$ cat config.mk
export PLATFORM = sky130hd
export DESIGN_NAME = band_disc_span_rasterizer_core_flat
export DESIGN_NICKNAME = d
export VERILOG_FILES = /design/src/bdsr_pkg.sv /design/src/bdsr_chan_if.sv /design/src/band_disc_span_rasterizer_core.sv /design/src/bdsr_fifo.sv /design/src/bdsr_front.sv /design/src/bdsr_back.sv /design/src/flat_wrapper.sv
export SDC_FILE = /design/constraint.sdc
export NUM_CORES = 1
export LEC_CHECK = 0
export ABC_AREA = 1
export ABC_CLOCK_PERIOD_IN_PS = 10100
export BUFFER_PORTS_ARGS = -buffer_cell sky130_fd_sc_hd__clkbuf_2
export CAP_MARGIN = 10
export CORE_UTILIZATION = 30
export DETAILED_ROUTE_END_ITERATION = 6
export GPL_TIMING_DRIVEN = 0
export REMOVE_ABC_BUFFERS = 1
export SLEW_MARGIN = 40
export SYNTH_ARGS = -nofsm -noshare
export SYNTH_HDL_FRONTEND = slang
export SYNTH_SLANG_ARGS = --single-unit
$ cat constraint.sdc
create_clock -name clk_i -period 10.1 [get_ports clk_i]
set_clock_uncertainty 0.2 [all_clocks]
set_input_delay 1.01 -clock clk_i [delete_from_list [all_inputs] [get_ports clk_i]]
set_output_delay 1.01 -clock clk_i [all_outputs]
set_load 0.02 [all_outputs]
$ cat src/bdsr_pkg.sv
`timescale 1ns / 1ps

package bdsr_pkg;

  localparam int unsigned MAX_RADIUS_DEF  = 16;
  localparam int unsigned LINE_WIDTH_DEF  = 320;
  localparam int unsigned BAND_HEIGHT_DEF = 16;

  localparam int unsigned COORD_W     = 12;
  localparam int unsigned RAD_IN_W    = 8;
  localparam int unsigned COLOR_W     = 16;
  localparam int unsigned BAND_ROW_W  = 4;
  localparam int unsigned COL_W       = 9;
  localparam int unsigned FIRST_ROW_W = 11;
  localparam int unsigned ROW_CNT_W   = 5;
  localparam int unsigned CFG_IDX_W   = 2;
  localparam int unsigned CFG_DATA_W  = 16;

  // working width for signed screen positions and offsets
  localparam int unsigned POS_W = 14;

  // half-width table covers every legal MAX_RADIUS; only r >= |dy| is kept
  localparam int unsigned HW_R_LIMIT = 20;
  localparam int unsigned HW_R_W     = $clog2(HW_R_LIMIT + 1);
  localparam int unsigned DY_W       = HW_R_W + 1;
  localparam int unsigned HW_W       = 5;
  localparam int unsigned HW_ENTRIES = (HW_R_LIMIT + 1) * (HW_R_LIMIT + 2) / 2;
  localparam int unsigned HW_IDX_W   = $clog2(HW_ENTRIES);

  localparam int unsigned MAX_RESULTS = 50;
  localparam int unsigned CNT_W       = $clog2(MAX_RESULTS + 1);

  typedef enum logic [CFG_IDX_W-1:0] {
    REG_BAND_FIRST_ROW = 2'd0,
    REG_BAND_ROW_COUNT = 2'd1,
    REG_HIGHLIGHT_ON   = 2'd2
  } reg_idx_e;

  typedef struct packed {
    logic signed [COORD_W-1:0] center_x;
    logic signed [COORD_W-1:0] center_y;
    logic [RAD_IN_W-1:0]       radius;
    logic [COLOR_W-1:0]        fill_color;
    logic [COLOR_W-1:0]        highlight_color;
  } in_item_t;

  typedef struct packed {
    logic [BAND_ROW_W-1:0] band_row;
    logic [COL_W-1:0]      span_start;
    logic [COL_W-1:0]      span_end;
    logic [COLOR_W-1:0]    span_color;
    logic                  last_span;
  } out_item_t;

  typedef struct packed {
    logic [CFG_IDX_W-1:0]  index;
    logic [CFG_DATA_W-1:0] wdata;
  } cfg_item_t;

  typedef struct packed {
    logic [FIRST_ROW_W-1:0] band_first_row;
    logic [ROW_CNT_W-1:0]   band_row_count;
    logic                   highlight_on;
  } cfg_t;

  typedef struct packed {
    logic signed [POS_W-1:0] cx;
    logic signed [POS_W-1:0] cy;
    logic [HW_R_W-1:0]       r;
    logic [COLOR_W-1:0]      color;
  } disc_t;

  typedef struct packed {
    disc_t main_disc;
    disc_t hl_disc;
    logic  has_hl;
  } job_t;

  typedef logic [HW_W-1:0] hw_table_t [HW_ENTRIES];

  // entry r*(r+1)/2 + |dy| holds round(sqrt(r*r - dy*dy))
  function automatic hw_table_t build_hw_table();
    hw_table_t   t;
    int unsigned idx;
    int unsigned n;
    int unsigned w;
    idx = 0;
    for (int unsigned r = 0; r <= HW_R_LIMIT; r++) begin
      for (int unsigned a = 0; a <= r; a++) begin
        n = r * r - a * a;
        w = 0;
        for (int unsigned k = 1; k <= HW_R_LIMIT; k++) begin
          if (k * k <= n) begin
            w = k;
          end
        end
        if (n > w * w + w) begin
          w = w + 1;
        end
        t[idx] = HW_W'(w);
        idx = idx + 1;
      end
    end
    return t;
  endfunction

  localparam hw_table_t HW_TABLE = build_hw_table();

endpackage

$ cat src/bdsr_chan_if.sv
`timescale 1ns / 1ps

interface bdsr_chan_if #(
  parameter type T = logic
);
  logic valid;
  logic ready;
  T     data;

  modport source (output valid, output data, input ready);
  modport sink   (input valid, input data, output ready);
endinterface

$ cat src/band_disc_span_rasterizer_core.sv
`timescale 1ns / 1ps

// Channel  Dir  Payload      Accept
// in_i     in   in_item_t    in_i.valid & in_i.ready
// out_o    out  out_item_t   out_o.valid & out_o.ready
// cfg_i    in   cfg_item_t   cfg_i.valid & cfg_i.ready (ready tied high)
//
// For each disc drawn the back end takes a setup step, then walks the band rows the disc
// covers (at most BAND_HEIGHT), one row per cycle unless an output stall holds it; a
// disc that misses the band takes only the setup step, and each item also passes
// through the idle and flush steps.
// A 2-deep job queue lets the front take new items while the back end works.
// Output stalls hold the row walker only when a new span needs the output slot.
// Reset clears all control state; config resets to row 0, 16 rows, highlight on.

module band_disc_span_rasterizer_core #(
  parameter int unsigned MAX_RADIUS  = bdsr_pkg::MAX_RADIUS_DEF,
  parameter int unsigned LINE_WIDTH  = bdsr_pkg::LINE_WIDTH_DEF,
  parameter int unsigned BAND_HEIGHT = bdsr_pkg::BAND_HEIGHT_DEF
) (
  input  logic         clk_i,
  input  logic         rst_ni,
  bdsr_chan_if.sink    in_i,
  bdsr_chan_if.source  out_o,
  bdsr_chan_if.sink    cfg_i
);
  import bdsr_pkg::*;

  cfg_t cfg_q, cfg_d;
  job_t push_job;
  job_t head_job;
  logic push;
  logic full;
  logic pop;
  logic head_valid;

  assign cfg_i.ready = 1'b1;

  always_comb begin
    cfg_d = cfg_q;
    if (cfg_i.valid) begin
      unique case (reg_idx_e'(cfg_i.data.index))
        REG_BAND_FIRST_ROW: cfg_d.band_first_row = cfg_i.data.wdata[FIRST_ROW_W-1:0];
        REG_BAND_ROW_COUNT: cfg_d.band_row_count = cfg_i.data.wdata[ROW_CNT_W-1:0];
        REG_HIGHLIGHT_ON:   cfg_d.highlight_on   = cfg_i.data.wdata[0];
        default: ;
      endcase
    end
  end

  always_ff @(posedge clk_i or negedge rst_ni) begin
    if (!rst_ni) begin
      cfg_q.band_first_row <= '0;
      cfg_q.band_row_count <= ROW_CNT_W'(16);
      cfg_q.highlight_on   <= 1'b1;
    end else begin
      cfg_q <= cfg_d;
    end
  end

  bdsr_front #(
    .MAX_RADIUS (MAX_RADIUS)
  ) u_front (
    .in_i   (in_i),
    .cfg_i  (cfg_q),
    .full_i (full),
    .push_o (push),
    .job_o  (push_job)
  );

  bdsr_fifo #(
    .T     (job_t),
    .DEPTH (2)
  ) u_fifo (
    .clk_i   (clk_i),
    .rst_ni  (rst_ni),
    .push_i  (push),
    .wdata_i (push_job),
    .full_o  (full),
    .pop_i   (pop),
    .valid_o (head_valid),
    .rdata_o (head_job)
  );

  bdsr_back #(
    .LINE_WIDTH  (LINE_WIDTH),
    .BAND_HEIGHT (BAND_HEIGHT)
  ) u_back (
    .clk_i       (clk_i),
    .rst_ni      (rst_ni),
    .cfg_i       (cfg_q),
    .job_valid_i (head_valid),
    .job_i       (head_job),
    .pop_o       (pop),
    .out_o       (out_o)
  );

endmodule

$ cat src/bdsr_fifo.sv
`timescale 1ns / 1ps

module bdsr_fifo #(
  parameter type         T     = logic,
  parameter int unsigned DEPTH = 2
) (
  input  logic clk_i,
  input  logic rst_ni,
  input  logic push_i,
  input  T     wdata_i,
  output logic full_o,
  input  logic pop_i,
  output logic valid_o,
  output T     rdata_o
);
  localparam int unsigned PTR_W = (DEPTH > 1) ? $clog2(DEPTH) : 1;
  localparam int unsigned FILL_W = $clog2(DEPTH + 1);

  T                  mem_q [DEPTH];
  logic [PTR_W-1:0]  wr_ptr_q, wr_ptr_d;
  logic [PTR_W-1:0]  rd_ptr_q, rd_ptr_d;
  logic [FILL_W-1:0] fill_q, fill_d;

  assign full_o  = (fill_q == FILL_W'(DEPTH));
  assign valid_o = (fill_q != '0);
  assign rdata_o = mem_q[rd_ptr_q];

  always_comb begin
    wr_ptr_d = wr_ptr_q;
    rd_ptr_d = rd_ptr_q;
    fill_d   = fill_q;
    if (push_i) begin
      wr_ptr_d = (wr_ptr_q == PTR_W'(DEPTH - 1)) ? '0 : wr_ptr_q + PTR_W'(1);
    end
    if (pop_i) begin
      rd_ptr_d = (rd_ptr_q == PTR_W'(DEPTH - 1)) ? '0 : rd_ptr_q + PTR_W'(1);
    end
    if (push_i && !pop_i) begin
      fill_d = fill_q + FILL_W'(1);
    end else if (pop_i && !push_i) begin
      fill_d = fill_q - FILL_W'(1);
    end
  end

  always_ff @(posedge clk_i or negedge rst_ni) begin
    if (!rst_ni) begin
      wr_ptr_q <= '0;
      rd_ptr_q <= '0;
      fill_q   <= '0;
    end else begin
      wr_ptr_q <= wr_ptr_d;
      rd_ptr_q <= rd_ptr_d;
      fill_q   <= fill_d;
    end
  end

  always_ff @(posedge clk_i) begin
    if (push_i) begin
      mem_q[wr_ptr_q] <= wdata_i;
    end
  end

  a_no_overflow: assert property (@(posedge clk_i) disable iff (!rst_ni)
    (push_i && !pop_i) |-> !full_o)
    else $error("fifo overflow");

  a_no_underflow: assert property (@(posedge clk_i) disable iff (!rst_ni)
    pop_i |-> valid_o)
    else $error("fifo underflow");

  a_fill_range: assert property (@(posedge clk_i) disable iff (!rst_ni)
    fill_q <= FILL_W'(DEPTH))
    else $error("fifo fill count out of range");

endmodule

$ cat src/bdsr_front.sv
`timescale 1ns / 1ps

module bdsr_front #(
  parameter int unsigned MAX_RADIUS = bdsr_pkg::MAX_RADIUS_DEF
) (
  bdsr_chan_if.sink       in_i,
  input  bdsr_pkg::cfg_t  cfg_i,
  input  logic            full_i,
  output logic            push_o,
  output bdsr_pkg::job_t  job_o
);
  import bdsr_pkg::*;

  logic [HW_R_W-1:0]       r;
  logic [HW_R_W-1:0]       r_third;
  logic [HW_R_W-1:0]       r_half;
  logic [HW_R_W+3:0]       third_prod;
  logic signed [POS_W-1:0] cx;
  logic signed [POS_W-1:0] cy;
  logic signed [POS_W-1:0] shift;

  always_comb begin
    if (in_i.data.radius == '0) begin
      r = HW_R_W'(1);
    end else if (in_i.data.radius > RAD_IN_W'(MAX_RADIUS)) begin
      r = HW_R_W'(MAX_RADIUS);
    end else begin
      r = in_i.data.radius[HW_R_W-1:0];
    end
  end

  // r/3 as r*11 >> 5, exact for r up to the table limit
  assign third_prod = (HW_R_W + 4)'(r) * (HW_R_W + 4)'(11);
  assign r_third    = HW_R_W'(third_prod >> 5);
  assign r_half     = r >> 1;

  assign cx    = {{(POS_W - COORD_W){in_i.data.center_x[COORD_W-1]}}, in_i.data.center_x};
  assign cy    = {{(POS_W - COORD_W){in_i.data.center_y[COORD_W-1]}}, in_i.data.center_y};
  assign shift = POS_W'(r_third);

  assign job_o.main_disc.cx    = cx;
  assign job_o.main_disc.cy    = cy;
  assign job_o.main_disc.r     = r;
  assign job_o.main_disc.color = in_i.data.fill_color;
  assign job_o.hl_disc.cx      = cx - shift;
  assign job_o.hl_disc.cy      = cy - shift;
  assign job_o.hl_disc.r       = r_half;
  assign job_o.hl_disc.color   = in_i.data.highlight_color;
  assign job_o.has_hl          = cfg_i.highlight_on && (r >= HW_R_W'(3));

  assign in_i.ready = !full_i;
  assign push_o     = in_i.valid && !full_i;

endmodule

$ cat src/bdsr_back.sv
`timescale 1ns / 1ps

module bdsr_back #(
  parameter int unsigned LINE_WIDTH  = bdsr_pkg::LINE_WIDTH_DEF,
  parameter int unsigned BAND_HEIGHT = bdsr_pkg::BAND_HEIGHT_DEF
) (
  input  logic            clk_i,
  input  logic            rst_ni,
  input  bdsr_pkg::cfg_t  cfg_i,
  input  logic            job_valid_i,
  input  bdsr_pkg::job_t  job_i,
  output logic            pop_o,
  bdsr_chan_if.source     out_o
);
  import bdsr_pkg::*;

  typedef enum logic [3:0] {
    S_IDLE  = 4'b0001,
    S_SETUP = 4'b0010,
    S_ROW   = 4'b0100,
    S_FLUSH = 4'b1000
  } state_e;

  localparam logic signed [POS_W-1:0] BandH = POS_W'(BAND_HEIGHT);
  localparam logic signed [POS_W-1:0] LineW = POS_W'(LINE_WIDTH);

  state_e                  state_q, state_d;
  logic                    disc_q, disc_d;
  logic [CNT_W-1:0]        count_q, count_d;
  logic signed [DY_W-1:0]  dy_q, dy_d;
  logic signed [DY_W-1:0]  dy_end_q, dy_end_d;
  logic signed [POS_W-1:0] cx_q, cx_d;
  logic signed [POS_W-1:0] rowb_q, rowb_d;
  logic [HW_IDX_W-1:0]     base_q, base_d;
  logic [COLOR_W-1:0]      color_q, color_d;
  logic                    pend_valid_q, pend_valid_d;
  out_item_t               pend_q, pend_d;
  logic                    out_valid_q, out_valid_d;
  out_item_t               out_q, out_d;

  // disc setup
  disc_t                   disc;
  logic signed [POS_W-1:0] y0, rows, r_s, lo, hi, dy0, dy1;
  logic [2*HW_R_W-1:0]     tri_prod;
  logic                    disc_empty;
  logic                    more_disc;

  // row evaluation
  logic [HW_R_W-1:0]       ady;
  logic [HW_IDX_W-1:0]     idx;
  logic signed [POS_W-1:0] hw_s, dy_ext, x0, x1, brow;
  logic                    hit;
  logic                    out_free;
  out_item_t               span;

  assign disc      = disc_q ? job_i.hl_disc : job_i.main_disc;
  assign more_disc = !disc_q && job_i.has_hl;

  always_comb begin
    y0 = POS_W'(cfg_i.band_first_row);
    rows = POS_W'(cfg_i.band_row_count);
    if (rows > BandH) begin
      rows = BandH;
    end
    r_s = POS_W'(disc.r);
    lo  = y0 - disc.cy;
    hi  = y0 + rows - POS_W'(1) - disc.cy;
    dy0 = (lo > -r_s) ? lo : -r_s;
    dy1 = (hi < r_s) ? hi : r_s;
    disc_empty = (rows == '0) || (dy0 > dy1);
  end

  assign tri_prod = (2 * HW_R_W)'(disc.r) * ((2 * HW_R_W)'(disc.r) + (2 * HW_R_W)'(1));

  always_comb begin
    ady    = dy_q[DY_W-1] ? HW_R_W'(-dy_q) : HW_R_W'(dy_q);
    idx    = base_q + HW_IDX_W'(ady);
    hw_s   = POS_W'(HW_TABLE[idx]);
    dy_ext = POS_W'(dy_q);
    x0     = cx_q - hw_s;
    x1     = cx_q + hw_s;
    if (x0 < 0) begin
      x0 = '0;
    end
    if (x1 >= LineW) begin
      x1 = LineW - POS_W'(1);
    end
    brow = rowb_q + dy_ext;
    hit  = !(x0 > x1) && (count_q < CNT_W'(MAX_RESULTS));
    span.band_row   = brow[BAND_ROW_W-1:0];
    span.span_start = x0[COL_W-1:0];
    span.span_end   = x1[COL_W-1:0];
    span.span_color = color_q;
    span.last_span  = 1'b0;
  end

  assign out_free = !out_valid_q || out_o.ready;

  always_comb begin
    state_d      = state_q;
    disc_d       = disc_q;
    count_d      = count_q;
    dy_d         = dy_q;
    dy_end_d     = dy_end_q;
    cx_d         = cx_q;
    rowb_d       = rowb_q;
    base_d       = base_q;
    color_d      = color_q;
    pend_valid_d = pend_valid_q;
    pend_d       = pend_q;
    out_valid_d  = out_valid_q && !out_o.ready;
    out_d        = out_q;
    pop_o        = 1'b0;

    unique case (state_q)
      S_IDLE: begin
        if (job_valid_i) begin
          disc_d  = 1'b0;
          count_d = '0;
          state_d = S_SETUP;
        end
      end
      S_SETUP: begin
        if (disc_empty) begin
          if (more_disc) begin
            disc_d = 1'b1;
          end else begin
            state_d = S_FLUSH;
          end
        end else begin
          dy_d     = DY_W'(dy0);
          dy_end_d = DY_W'(dy1);
          cx_d     = disc.cx;
          rowb_d   = disc.cy - y0;
          base_d   = HW_IDX_W'(tri_prod >> 1);
          color_d  = disc.color;
          state_d  = S_ROW;
        end
      end
      S_ROW: begin
        if (!(hit && pend_valid_q && !out_free)) begin
          if (hit) begin
            if (pend_valid_q) begin
              out_d       = pend_q;
              out_valid_d = 1'b1;
            end
            pend_d       = span;
            pend_valid_d = 1'b1;
            count_d      = count_q + CNT_W'(1);
          end
          if (dy_q == dy_end_q) begin
            if (more_disc) begin
              disc_d  = 1'b1;
              state_d = S_SETUP;
            end else begin
              state_d = S_FLUSH;
            end
          end else begin
            dy_d = dy_q + DY_W'(1);
          end
        end
      end
      S_FLUSH: begin
        if (!pend_valid_q) begin
          pop_o   = 1'b1;
          state_d = S_IDLE;
        end else if (out_free) begin
          out_d           = pend_q;
          out_d.last_span = 1'b1;
          out_valid_d     = 1'b1;
          pend_valid_d    = 1'b0;
          pop_o           = 1'b1;
          state_d         = S_IDLE;
        end
      end
      default: begin
        state_d = S_IDLE;
      end
    endcase
  end

  always_ff @(posedge clk_i or negedge rst_ni) begin
    if (!rst_ni) begin
      state_q      <= S_IDLE;
      disc_q       <= 1'b0;
      count_q      <= '0;
      pend_valid_q <= 1'b0;
      out_valid_q  <= 1'b0;
    end else begin
      state_q      <= state_d;
      disc_q       <= disc_d;
      count_q      <= count_d;
      pend_valid_q <= pend_valid_d;
      out_valid_q  <= out_valid_d;
    end
  end

  always_ff @(posedge clk_i) begin
    dy_q     <= dy_d;
    dy_end_q <= dy_end_d;
    cx_q     <= cx_d;
    rowb_q   <= rowb_d;
    base_q   <= base_d;
    color_q  <= color_d;
    pend_q   <= pend_d;
    out_q    <= out_d;
  end

  assign out_o.valid = out_valid_q;
  assign out_o.data  = out_q;

  a_count_cap: assert property (@(posedge clk_i) disable iff (!rst_ni)
    count_q <= CNT_W'(MAX_RESULTS))
    else $error("span count above cap");

  a_row_range: assert property (@(posedge clk_i) disable iff (!rst_ni)
    (state_q == S_ROW) |-> (dy_q <= dy_end_q))
    else $error("row walk past disc end");

  a_idle_no_pend: assert property (@(posedge clk_i) disable iff (!rst_ni)
    (state_q == S_IDLE) |-> !pend_valid_q)
    else $error("pending span left over between items");

  a_pop_job: assert property (@(posedge clk_i) disable iff (!rst_ni)
    pop_o |-> (job_valid_i && (state_q == S_FLUSH)))
    else $error("job popped outside flush");

endmodule

$ cat src/flat_wrapper.sv
// flat-port wrapper written by rule: the top's interface ports become plain ports
module band_disc_span_rasterizer_core_flat import bdsr_pkg::*;
#(
  parameter int unsigned MAX_RADIUS  = bdsr_pkg::MAX_RADIUS_DEF,
  parameter int unsigned LINE_WIDTH  = bdsr_pkg::LINE_WIDTH_DEF,
  parameter int unsigned BAND_HEIGHT = bdsr_pkg::BAND_HEIGHT_DEF
)
  (clk_i, rst_ni, in_i_valid, in_i_data, in_i_ready, out_o_valid, out_o_data, out_o_ready, cfg_i_valid, cfg_i_data, cfg_i_ready);
  bdsr_chan_if #(.T(in_item_t)) in_i_i ();
  bdsr_chan_if #(.T(out_item_t)) out_o_i ();
  bdsr_chan_if #(.T(cfg_item_t)) cfg_i_i ();
  input  logic clk_i;
  input  logic rst_ni;
  input wire logic [$bits(in_i_i.valid)-1:0] in_i_valid;
  input wire logic [$bits(in_i_i.data)-1:0] in_i_data;
  output wire logic [$bits(in_i_i.ready)-1:0] in_i_ready;
  output wire logic [$bits(out_o_i.valid)-1:0] out_o_valid;
  output wire logic [$bits(out_o_i.data)-1:0] out_o_data;
  input wire logic [$bits(out_o_i.ready)-1:0] out_o_ready;
  input wire logic [$bits(cfg_i_i.valid)-1:0] cfg_i_valid;
  input wire logic [$bits(cfg_i_i.data)-1:0] cfg_i_data;
  output wire logic [$bits(cfg_i_i.ready)-1:0] cfg_i_ready;
  assign in_i_i.valid = in_i_valid;
  assign in_i_i.data = in_i_data;
  assign in_i_ready = in_i_i.ready;
  assign out_o_valid = out_o_i.valid;
  assign out_o_data = out_o_i.data;
  assign out_o_i.ready = out_o_ready;
  assign cfg_i_i.valid = cfg_i_valid;
  assign cfg_i_i.data = cfg_i_data;
  assign cfg_i_ready = cfg_i_i.ready;
  band_disc_span_rasterizer_core #(.MAX_RADIUS(MAX_RADIUS), .LINE_WIDTH(LINE_WIDTH), .BAND_HEIGHT(BAND_HEIGHT)) u_core (.clk_i(clk_i), .rst_ni(rst_ni), .in_i(in_i_i), .out_o(out_o_i), .cfg_i(cfg_i_i));
endmodule
After elaboration in Yosys (flattened, before gate mapping) --
Memories as Yosys holds them, arrays and structs flattened. Cells that the tools add are included.
Word-level totals: bits in registers 165, latch bits 0, memory bits (writable) 196, ROM bits 1280, input port bits 87, output and inout bits 42, word-level logic and storage cells 183, memories kept 2
Memory list:
- (name not given) | depth 256, width 5, rd ports 1, clocked after memory_dff 0, write ports 0, line bdsr_back.sv:78 | hw_s = POS_W'(HW_TABLE[idx]);
- u_core.u_fifo.mem_q | depth 2, width 98, rd ports 1, clocked after memory_dff 0, write ports 1, line bdsr_fifo.sv:19 | T mem_q [DEPTH];
Operators by class: add/subtract/negate cells 20, multiply operators 2, div/mod/pow operators 0, order comparisons 11, equal/unequal tests 20, shift-type cells 0, mux-type cells 60, bitwise operators 3, reductions and logical operators 39
Operators with widths (count):
- $mux W39 | 5
- $pmux W39 S2 | 1
- $mux W14 | 4
- $mux W49 | 1
- $gt A14 B14 Y1 | 3
- $mux W6 | 6
- $mux W4 | 8
- $mux W5 | 6
- $sub A12 B5 Y13 | 2
- $pmux W6 S2 | 2
- $mux W1 | 21
- $ne A2 B2 Y1 const B | 9
- $pmux W4 S4 | 1
- $add A14 B6 Y14 | 1
- $ge A14 B10 Y1 const B | 1
- $logic_not A14 Y1 | 1
- $lt A14 B1 Y1 const B | 1
- $lt A14 B6 Y1 | 1
- $neg A5 Y14 | 1
- $sub A12 B14 Y14 | 1
- $sub A14 B14 Y14 | 1
- $sub A14 B2 Y14 const B | 1
- $sub A14 B6 Y14 | 1
- $add A11 B5 Y12 | 1
- 43 further kinds | 75

Longest topological paths before layout --
Gate-level depths: netlist of the first run.
depth after elaboration 17, mapped depth 54, depth with buffers taken out 52

Hierarchy --
A second synthesis of the first run with hierarchy kept.
Unflattened totals: cells, all modules 2175, area total of the unflattened synthesis 22477.8 sq um
By module, submodules not included:
- bdsr_back | instances 1, cells an instance 1480, area an instance 12067.8 sq um
- bdsr_fifo | instances 1, cells an instance 333, area an instance 7850.0 sq um
- bdsr_front | instances 1, cells an instance 281, area an instance 1815.5 sq um
- band_disc_span_rasterizer_core | instances 1, cells an instance 81, area an instance 744.5 sq um

Worst setup path before layout of the first run --
No wires, ideal clock.
kind register -> register, start register u_core.u_back.dy_q[1], end register u_core.u_back.out_q, in the netlist u_core.u_back.out_o.data[0], enable pin, setup time 435 ps, arrival 7513 ps, slack 1951 ps, stages on the path, launching flop included 50, clock period less this slack 8149 ps, cell sequence edfxtp_1 > inv_1 > ha_1 > nand2_1 > o21ai_0 > inv_1 > fa_1 > inv_1 > ha_1 > inv_1 > nor2_1 > inv_1 > nand2_1 > nand2_1 > nor2_1 > nor3_1 > a21oi_1 > nand3_1 > [... 14 more ...] > nand2_2 > buf_6 > nand2_1 > ha_1 > nand2_1 > inv_1 > nor2_1 > o21a_1 > nand2_1 > nand2_1 > nand2_1 > nand2_1 > nand2_1 > nand2_1 > nand3_1 > inv_1 > o21ai_0 > nor2_1
Between the ends: cells in the longest elaborated chain, start to end 17
Ends and longest elaborated chain:
- from (decl) | line bdsr_back.sv:30 | logic signed [DY_W-1:0] dy_q, dy_d;
- from (signal assigned) | line bdsr_back.sv:199 | dy_q <= dy_d;
- $neg A5 Y5 | line bdsr_back.sv:76 | ady = dy_q[DY_W-1] ? HW_R_W'(-dy_q) : HW_R_W'(dy_q);
- $mux W5 * | line bdsr_back.sv:76
- $add A8 B5 Y8 * | line bdsr_back.sv:77 | idx = base_q + HW_IDX_W'(ady);
- $not A8 Y9 (implied by the code) * | line bdsr_back.sv:78
- $mem_v2 Z256 W5 *
- $mux W5 (implied by the code) * (2 in a row) | line bdsr_back.sv:78
- $sub A14 B6 Y14 or $add A14 B6 Y14 (tied branches) | line bdsr_back.sv:80, bdsr_back.sv:81
- $lt A14 B1 Y1 or $ge A14 B10 Y1 (tied branches) | line bdsr_back.sv:82, bdsr_back.sv:85
- $mux W14, on equally long branches | line bdsr_back.sv:82, bdsr_back.sv:85
- $gt A14 B14 Y1 * | line bdsr_back.sv:89 | hit = !(x0 > x1) && (count_q < CNT_W'(MAX_RESULTS));
- $logic_not A1 Y1 * | line bdsr_back.sv:89
- $logic_and A1 B1 Y1 * | line bdsr_back.sv:89
- $logic_and A1 B1 Y1 (2 in a row) | line bdsr_back.sv:141 | if (!(hit && pend_valid_q && !out_free)) begin
- $ne A2 B2 Y1 (no line)
- $reduce_and A6 Y1 (no line) *
- to (signal assigned) | line bdsr_back.sv:206 | out_q <= out_d;
- to (decl) | line bdsr_back.sv:39 | out_item_t out_q, out_d;
Every way passes the cells marked *; elsewhere a longest branch is shown, timed or not. The select of a mux whose other input is x is not followed. A chain may end at the register's enable or synchronous reset.

Worst setup path in the final report of the first run --
start register u_core.u_back.dy_q[0], end register u_core.u_back.out_q, in the netlist u_core.u_back.out_o.data[1], enable pin
Between the ends: cells in the longest elaborated chain, start to end 17
Ends and longest elaborated chain:
- $neg A5 Y5 | line bdsr_back.sv:76
- $mux W5 * | line bdsr_back.sv:76
- $add A8 B5 Y8 * | line bdsr_back.sv:77
- $not A8 Y9 (implied by the code) * | line bdsr_back.sv:78
- $mem_v2 Z256 W5 *
- $mux W5 (implied by the code) * (2 in a row) | line bdsr_back.sv:78
- $add A14 B6 Y14 * | line bdsr_back.sv:81 | x1 = cx_q + hw_s;
- $ge A14 B10 Y1 | line bdsr_back.sv:85 | if (x1 >= LineW) begin
- $mux W14 * | line bdsr_back.sv:85
- named net u_core.u_back.x1[3] | line bdsr_back.sv:51 | logic signed [POS_W-1:0] hw_s, dy_ext, x0, x1, brow;
- $gt A14 B14 Y1 * | line bdsr_back.sv:89
- $logic_not A1 Y1 * | line bdsr_back.sv:89
- $logic_and A1 B1 Y1 * | line bdsr_back.sv:89
- $logic_and A1 B1 Y1 (2 in a row) | line bdsr_back.sv:141
- $ne A2 B2 Y1 (no line)
- $reduce_and A6 Y1 (no line) *
Mark *: on every way through the listed nets, which the timed path passes. The rest lies on a longest branch. The select of a mux whose other input is x is not followed.

==> results of run 1 <==
metrics by stage:
step / setup slack (ps) / std cells / TNS, ps / area (sq um) / hold slack, ps
2_1_floorplan: 1220 / 2011 / 0 / 19600 / 200
3_3_place_gp: -2340 / 2997 / -213720 / 21300 / 202
3_5_place_dp: 1010 / 3017 / 0 / 21800 / 205
4_1_cts: 1010 / 3088 / 0 / 23100 / 218
5_1_grt: 608 / 3089 / 0 / 23100 / 220
6_report: 1350 / 3089 / 0 / 23100 / 218
layout make-up:
class	instances	share of cell area (%)
multi-input combinational	1401	37.4
sequential	340	43.5
inverter	270	4.45
clock inverter	27	1.27
tap	864	4.68
antenna	1	0.0108
timing repair buffer	142	4.31
clock buffer	44	4.31
kinds of logic after synthesis:
kind of cell | synth area share (%)
AOI/OAI and AO/OA | 9.22
xor gates and xnor gates | 4.38
adders and majority gates | 11.9
buffers and inverters | 6.50
DFF | 50.4
muxes | 0.270
other | 0.0188
and+or+nand+nor | 17.3
layer usage:
| layer | routed length, um | vias up | GRT usage, % |
|---|---|---|---|
| met1 | 21200 | 6847 | 18.5 |
| met2 | 23000 | 356 | 24.4 |
| li1 | - | 7261 | - |
| met4 | 926 | 2 | 3.87 |
| met5 | 20 | - | 0 |
| met3 | 2290 | 65 | 2.17 |
final timing paths:
kind                                           endpoint  slack (ps)  cells after the start
hold reg to reg            u_core.u_back.out_o.data[12]         220                      0
hold / removal             u_core.u_back.out_o.data[12]         220                      0
max in group asynchronous        u_core.u_fifo.rd_ptr_q        8970                      1
setup / recovery            u_core.u_back.out_o.data[1]        1350                     52
min in group asynchronous              u_core.cfg_q[12]         260                      1
setup reg to reg            u_core.u_back.out_o.data[1]        1350                     52
registers in the layout (all words and copies together) (netlist names), 4 cells and up:
name,flops
u_core.u_back.state_q,4
u_core.cfg_q,17
u_core.u_back.color_q,16
u_core.u_fifo.mem_q,176
u_core.u_back.out_o.data,39
u_core.u_back.base_q,8
u_core.u_back.count_q,6
u_core.u_back.pend_q,38
u_core.u_back.dy_q,6
u_core.u_back.rowb_q,4
u_core.u_back.cx_q,13
u_core.u_back.dy_end_q,6
placed cells by master, fill, tap and decap left out, drive strengths merged, types with 20 or more instances in the layout:
| cell | instances |
|---|---|
| a21oi | 95 |
| ha | 154 |
| nand4 | 21 |
| inv | 272 |
| dfrtp | 31 |
| nand3 | 106 |
| nor2 | 215 |
| o21ai | 154 |
| fa | 22 |
| o22ai | 29 |
| edfxtp | 306 |
| buf | 20 |
| nor3 | 22 |
| xnor2 | 24 |
| clkbuf | 166 |
| xor2 | 74 |
| nand2 | 393 |
==> results, run 1 <==
- The flow ran to the end, and the final reports show no timing, DRC or antenna violations.
- The number of antenna violations at the first check in global routing was 2.
- During synthesis, Yosys emitted a total of 0 warnings.
- The via count of the routed design is 14.5k.
- Counting along the longest clock path gives a buffer depth of 3.
- Sorting the synthesized cells by how often they occur yields nand2_1, edfxtp_1, inv_1.
- The synthesis-to-layout area growth is 16.0%.
- The final core utilization is 35.1%.
- The share of synthesized registers carrying an async set or reset is 10.0%.
- The placeable core region is 65700 sq um.
- The sink count of the clock tree is 340.
- The final setup violation count is 0.
- In the routed layout, each cell is associated on average with a via count of 4.70.
- The required time at the endpoint of the critical path is 10160 ps.
- The synthesized design contains 340 register bits.
- The hold buffer count at CTS is 0.
- The DRC violation count after routing is 0.
- The first global-routing pass estimated 76600 um of wire.
- edfxtp_1 takes more of the synthesized area than any other cell.
- The top-level I/O count is 129.
- For the pin with the worst max-slew slack, the measured transition is 852 ps.
- The number of cell rows is 94.
- Measured along the x axis, the die boundary spans 260 um.
- The clock root buffer is clkbuf_16.
- The category of the most critical setup path is flop to flop.
- The buffering stage count on the worst path with inverters included is 12.
- The detailed-route wire length is 47400 um.
- The largest single stage delay on the critical path is 680 ps.
- For the worst-skew pair, the clock arrives at the later sink with an insertion delay of 560 ps.
- The number of standard cells after synthesis is 2065.
- The CTS clock-pin slew for the worst setup and hold paths is 60 ps.
- Of the cells placed in the final design, the portion with a size suffix greater than 1 is 12.5%.
- The number of global-route vias before repair is 14.5k.
- Tracing the worst setup path back leads to its startpoint at u_core.u_back.dy_q[0].
- The worst path uses 86.6% of the clock period.
- The type of element launching the critical path is a flop.
- Once the clock tree was built, the resizer swapped 0 gates to a different size.
- Counting flops with a built-in enable in the synthesized netlist gives 306.
- The highest clock rate is 114 MHz.
- The maximum level of the CTS H-tree is 2.
- After synthesis, the largest area contributor takes up 46.1% of total cell area.
- The capturing element type of the critical path is a flop.
- By area the synthesized netlist is led by edfxtp_1, ha_1, nand2_1.
- The first detailed-routing pass ran for 6 iterations.
- The final net count is 2457.
- Setup repair after global routing left no endpoint under its margin.
- After synthesis, the netlist uses 64 different library cells.
- Max-cap violations in this run came to 0.
- The average detailed-routed wire length per instance is 15.3 um.
- The initial cell density of the core is 30.3%.
- Global routing used 14.2% of the available tracks across all layers.
- The class of the most critical hold timing path is flop to flop.
- At the worst endpoint, the arrival time is 8800 ps.
- The floorplan step defined a die boundary enclosing 67400 sq um.
- The number of fill cells in the layout is 6560.
- For this run, the leading register cell type out of synthesis is edfxtp_1.
- In this run the tightest slew margin relative to its limit is 43.1%.
- The startpoint identified for the worst hold timing path is u_core.u_back.pend_q[12].
- The kind of cell with the highest combined delay on the critical path is simple AND/OR/NAND/NOR gates.
- The cell that appears most often on the critical path is nand2_1.
- The portion of the post-synthesis area used by sequential elements is 50.4%.
- The number of buffers created by CTS is 39.
- The first routing iteration left 909 violations.
- The footprint of the flip-flops and latches is 10100 sq um.
- The library cell with the highest instance count after synthesis is nand2_1.
- The average instance area after synthesis is 9.64 sq um.
- At the end of routability-driven placement, the weighted congestion stood at 0.883.
- Summing all multi-input logic gate instances after layout gives 8650 sq um.
- TritonCTS built the clock tree.
- The number of buffers added for setup after CTS is 0.
- The number of slew-limit violations in the final report came to 0.
- The worst path needs 8750 ps of the cycle, external delays included.
- The number of routed nets with antenna violations is 0.
- The largest net degree at the start of global routing is 88.
- The number of hold violations in the final report is 0.
- Among all stages on the critical path, the largest delay is contributed by fa_1.
- The count of port buffers added during placement is 122.
- The startpoint identified for the worst register-to-register timing path is u_core.u_back.dy_q[0].
- The maximum fanout along the worst path is 19.
- The wire-length estimate of the detail-placed layout is 35400 um.
- The leftover overflow at the end of global routing is 0.
- Measured along the y axis, the die boundary spans 260 um.
- The post-synth design cell area is 19900 sq um.
Power of run 1 is left out: the tool's default activity adds up to more than one toggle a clock period on the data nets, which glitch-free logic cannot reach.
==> run 2, diff against run 1 <==
--- a/config.mk
+++ b/config.mk
@@ -9,6 +9,7 @@
 export ABC_CLOCK_PERIOD_IN_PS = 10100
 export BUFFER_PORTS_ARGS = -buffer_cell sky130_fd_sc_hd__clkbuf_2
 export CAP_MARGIN = 10
+export CORE_ASPECT_RATIO = 0.7
 export CORE_UTILIZATION = 30
 export DETAILED_ROUTE_END_ITERATION = 6
 export GPL_TIMING_DRIVEN = 0
==> results, run 2 (same netlist as run 1, synthesis figures left out) <==
- TritonCTS built the clock tree.
- The length of the first detailed-routing pass in iterations is 5.
- Clock-pin slew was measured on the worst setup and hold paths at 70 ps.
- The worst register-to-register path ends at u_core.u_back.out_o.data[32].
- The number of antenna violations at the first check in global routing is 1.
- The library cells used most frequently in the layout, excluding fill and tap cells, are nand2_1, edfxtp_1, inv_1, nor2_1, ha_1.
- The worst-case headroom to the max-slew limit is 46.0%.
- The number of slew-limit violations in the final report was 0.
- The tree is rooted in a clkbuf_16.
- The register with the most flip-flops in the layout has 176 of them.
- The number of buffers created by CTS is 34.
- Derived from the worst setup path, the maximum achievable clock frequency is 113 MHz.
- The die span in y is 218 um.
- Setup violations remaining at the end of the flow were counted as 0.
- The number of cells on the worst reg-to-reg path is 51.
- For this design, the slowest cell found on the critical path is nand2_1.
- The net count of the finished layout is 2451.
- The launching instance or port of the critical path is u_core.u_back.dy_q[0].
- The cell repeated most along the worst path is nand2_1.
- For this design, the CTS-stage hold fixing added 0 buffers.
- The fraction of final layout cells with drive strength greater than 1 is 12.1%.
- The via count of the routed design is 14.7k.
- The area enclosed by the die boundary is 67400 sq um.
- Using the TritonRoute via totals, the vias-per-cell ratio works out to 4.73.
- The critical register-to-register path startpoint is u_core.u_back.dy_q[0].
- The number of global-route vias before repair is 14.2k.
- The routed design has 47800 um of wire.
- The DRC violation count after routing is 0.
- The count of nets left with antenna violations once routing finished came out at 0.
- The number of hold violations in the final report is 0.
- Across every metal layer, demand over resource in global routing totals 14.2%.
- Dividing the detail-routed wire length by the instance count gives 15.4 um.
- The clock drives 340 sinks.
- Entering global routing, the biggest net connects 88 pins.
- The delay of the slowest cell on the worst path is 580 ps.
- The routing usage on met2 is 21.5%.
- Counting flops per register, the top entry is u_core.u_fifo.mem_q.
- Across the run, the number of max-cap violations was 0.
- The first global-routing pass estimated 76300 um of wire.
- In this run the worst path has a maximum fanout of 22.
- The final cycle utilization of the critical path is 87.7%.
- The flop-to-flop setup slack is 1240 ps.
- At the worst endpoint, the arrival time is 8860 ps.
- The placeable core region is 65200 sq um.
- 129 I/O pins were placed.
- Row generation in the floorplan step produced 78 rows.
- The pre-CTS setup slack is 1260 ps.
- The capture point of the worst path is u_core.u_back.out_o.data[32].
- The most heavily used metal layer in global routing is met2.
- In this run, the number of DRC markers left after iteration 0 of detailed routing was 978.
- STA puts the critical path data required time at 10110 ps.
- STA classifies the critical path endpoint as a flop.
- Global routing consumed, on the met1 layer, 21.3% of the routing resources.
- STA classifies the critical path startpoint as a flop.
- The count of port buffers added during placement is 122.
- The clock tree synthesis step divided the H-tree into 2 levels.
- The area growth from synthesis to layout is 15.6%.
- Routability-driven placement finished with a final weighted congestion of 0.880.
- The tightest min-delay check is of the flop to flop type.
- Once detailed placement completed, the half-perimeter wirelength came to 36100 um.
- The library cell used most frequently in the layout, excluding fill and tap cells, is nand2_1.
- The routing usage on met3 is 2.42%.
- The count of cells resized by post-cts repair is 0.
- The category of the most critical setup path is flop to flop.
- The final critical path time including I/O delays and setup is 8860 ps.
- The setup slack of the critical path after layout is 1240 ps.
- The worst hold slack across all endpoints is 213 ps.
- Clock latency on the worst-skew pair, taken at its later pin, is 530 ps.
- The run finished with clean final reports.
- The initial utilization of the core area, before any placement, comes to 30.6%.
- From left edge to right edge, the die measures 310 um.
- The clock passes through at most 3 buffers.
- The number of buffers added for setup after CTS is 0.
- At the pin with the least slew margin, the transition time is 803 ps.
- The leftover overflow at the end of global routing is 0.
- Setup repair after global routing left no endpoint under its margin.
==> run 2: layer usage <==
| layer | part of all wire, % | wire (um) |
|---|---|---|
| met1 | 50 | 23900 |
| met2 | 42 | 20200 |
| met4 | 1.3 | 605 |
| met5 | 0 | 0 |
| met3 | 6.5 | 3100 |
==> run 2: critical path, delay by kind of cell (launching register included) <==
family	cells	cell delay [ps]
adders and majority gates	5	1560
xor gates and xnor gates	1	230
buffers and inverters	9	1170
AOI/OAI and AO/OA	5	690
and+or+nand+nor	31	4200
DFF	1	450
==> run 2: final cells by class <==
| cell class | count | area (sq um) |
|---|---|---|
| clock inverters | 18 | 175 |
| repair buffers | 141 | 1070 |
| flip-flops and latches | 340 | 10100 |
| clock buffers | 44 | 930 |
| inverters | 270 | 1030 |
| diodes | 1 | 2.50 |
| multi-input cells | 1401 | 8660 |
| fillers | 6597 | 42200 |
| well taps | 880 | 1100 |
==> run 2: per-stage QoR <==
step	cells	area [sq um]	TNS [ps]	util [%]
3_5_place_dp	3032	21900	0	33.6
2_1_floorplan	2011	19600	0	-
3_3_place_gp	3013	21400	-233390	32.8
4_1_cts	3094	23000	0	35.3
6_report	3095	23000	0	35.3
5_1_grt	3094	23000	0	35.3
==> run 2: worst min-delay path by stage <==
| stage | start | endpoint | slack, ps | cells past startpoint |
|---|---|---|---|---|
| finish | u_core.u_back.pend_q[26] | u_core.u_back.out_o.data[26] | 210 | 0 |
| global route | u_core.u_back.pend_q[26] | u_core.u_back.out_o.data[26] | 220 | 0 |
| CTS | u_core.u_back.pend_q[26] | u_core.u_back.out_o.data[26] | 220 | 0 |
| detailed placement | u_core.u_back.color_q[2] | u_core.u_back.pend_q[3] | 210 | 0 |
| global placement | u_core.u_back.pend_q[15] | u_core.u_back.out_o.data[15] | 200 | 0 |
| floorplan | u_core.u_back.pend_q[10] | u_core.u_back.out_o.data[10] | 200 | 0 |
Power of run 2 is left out for the same reason.
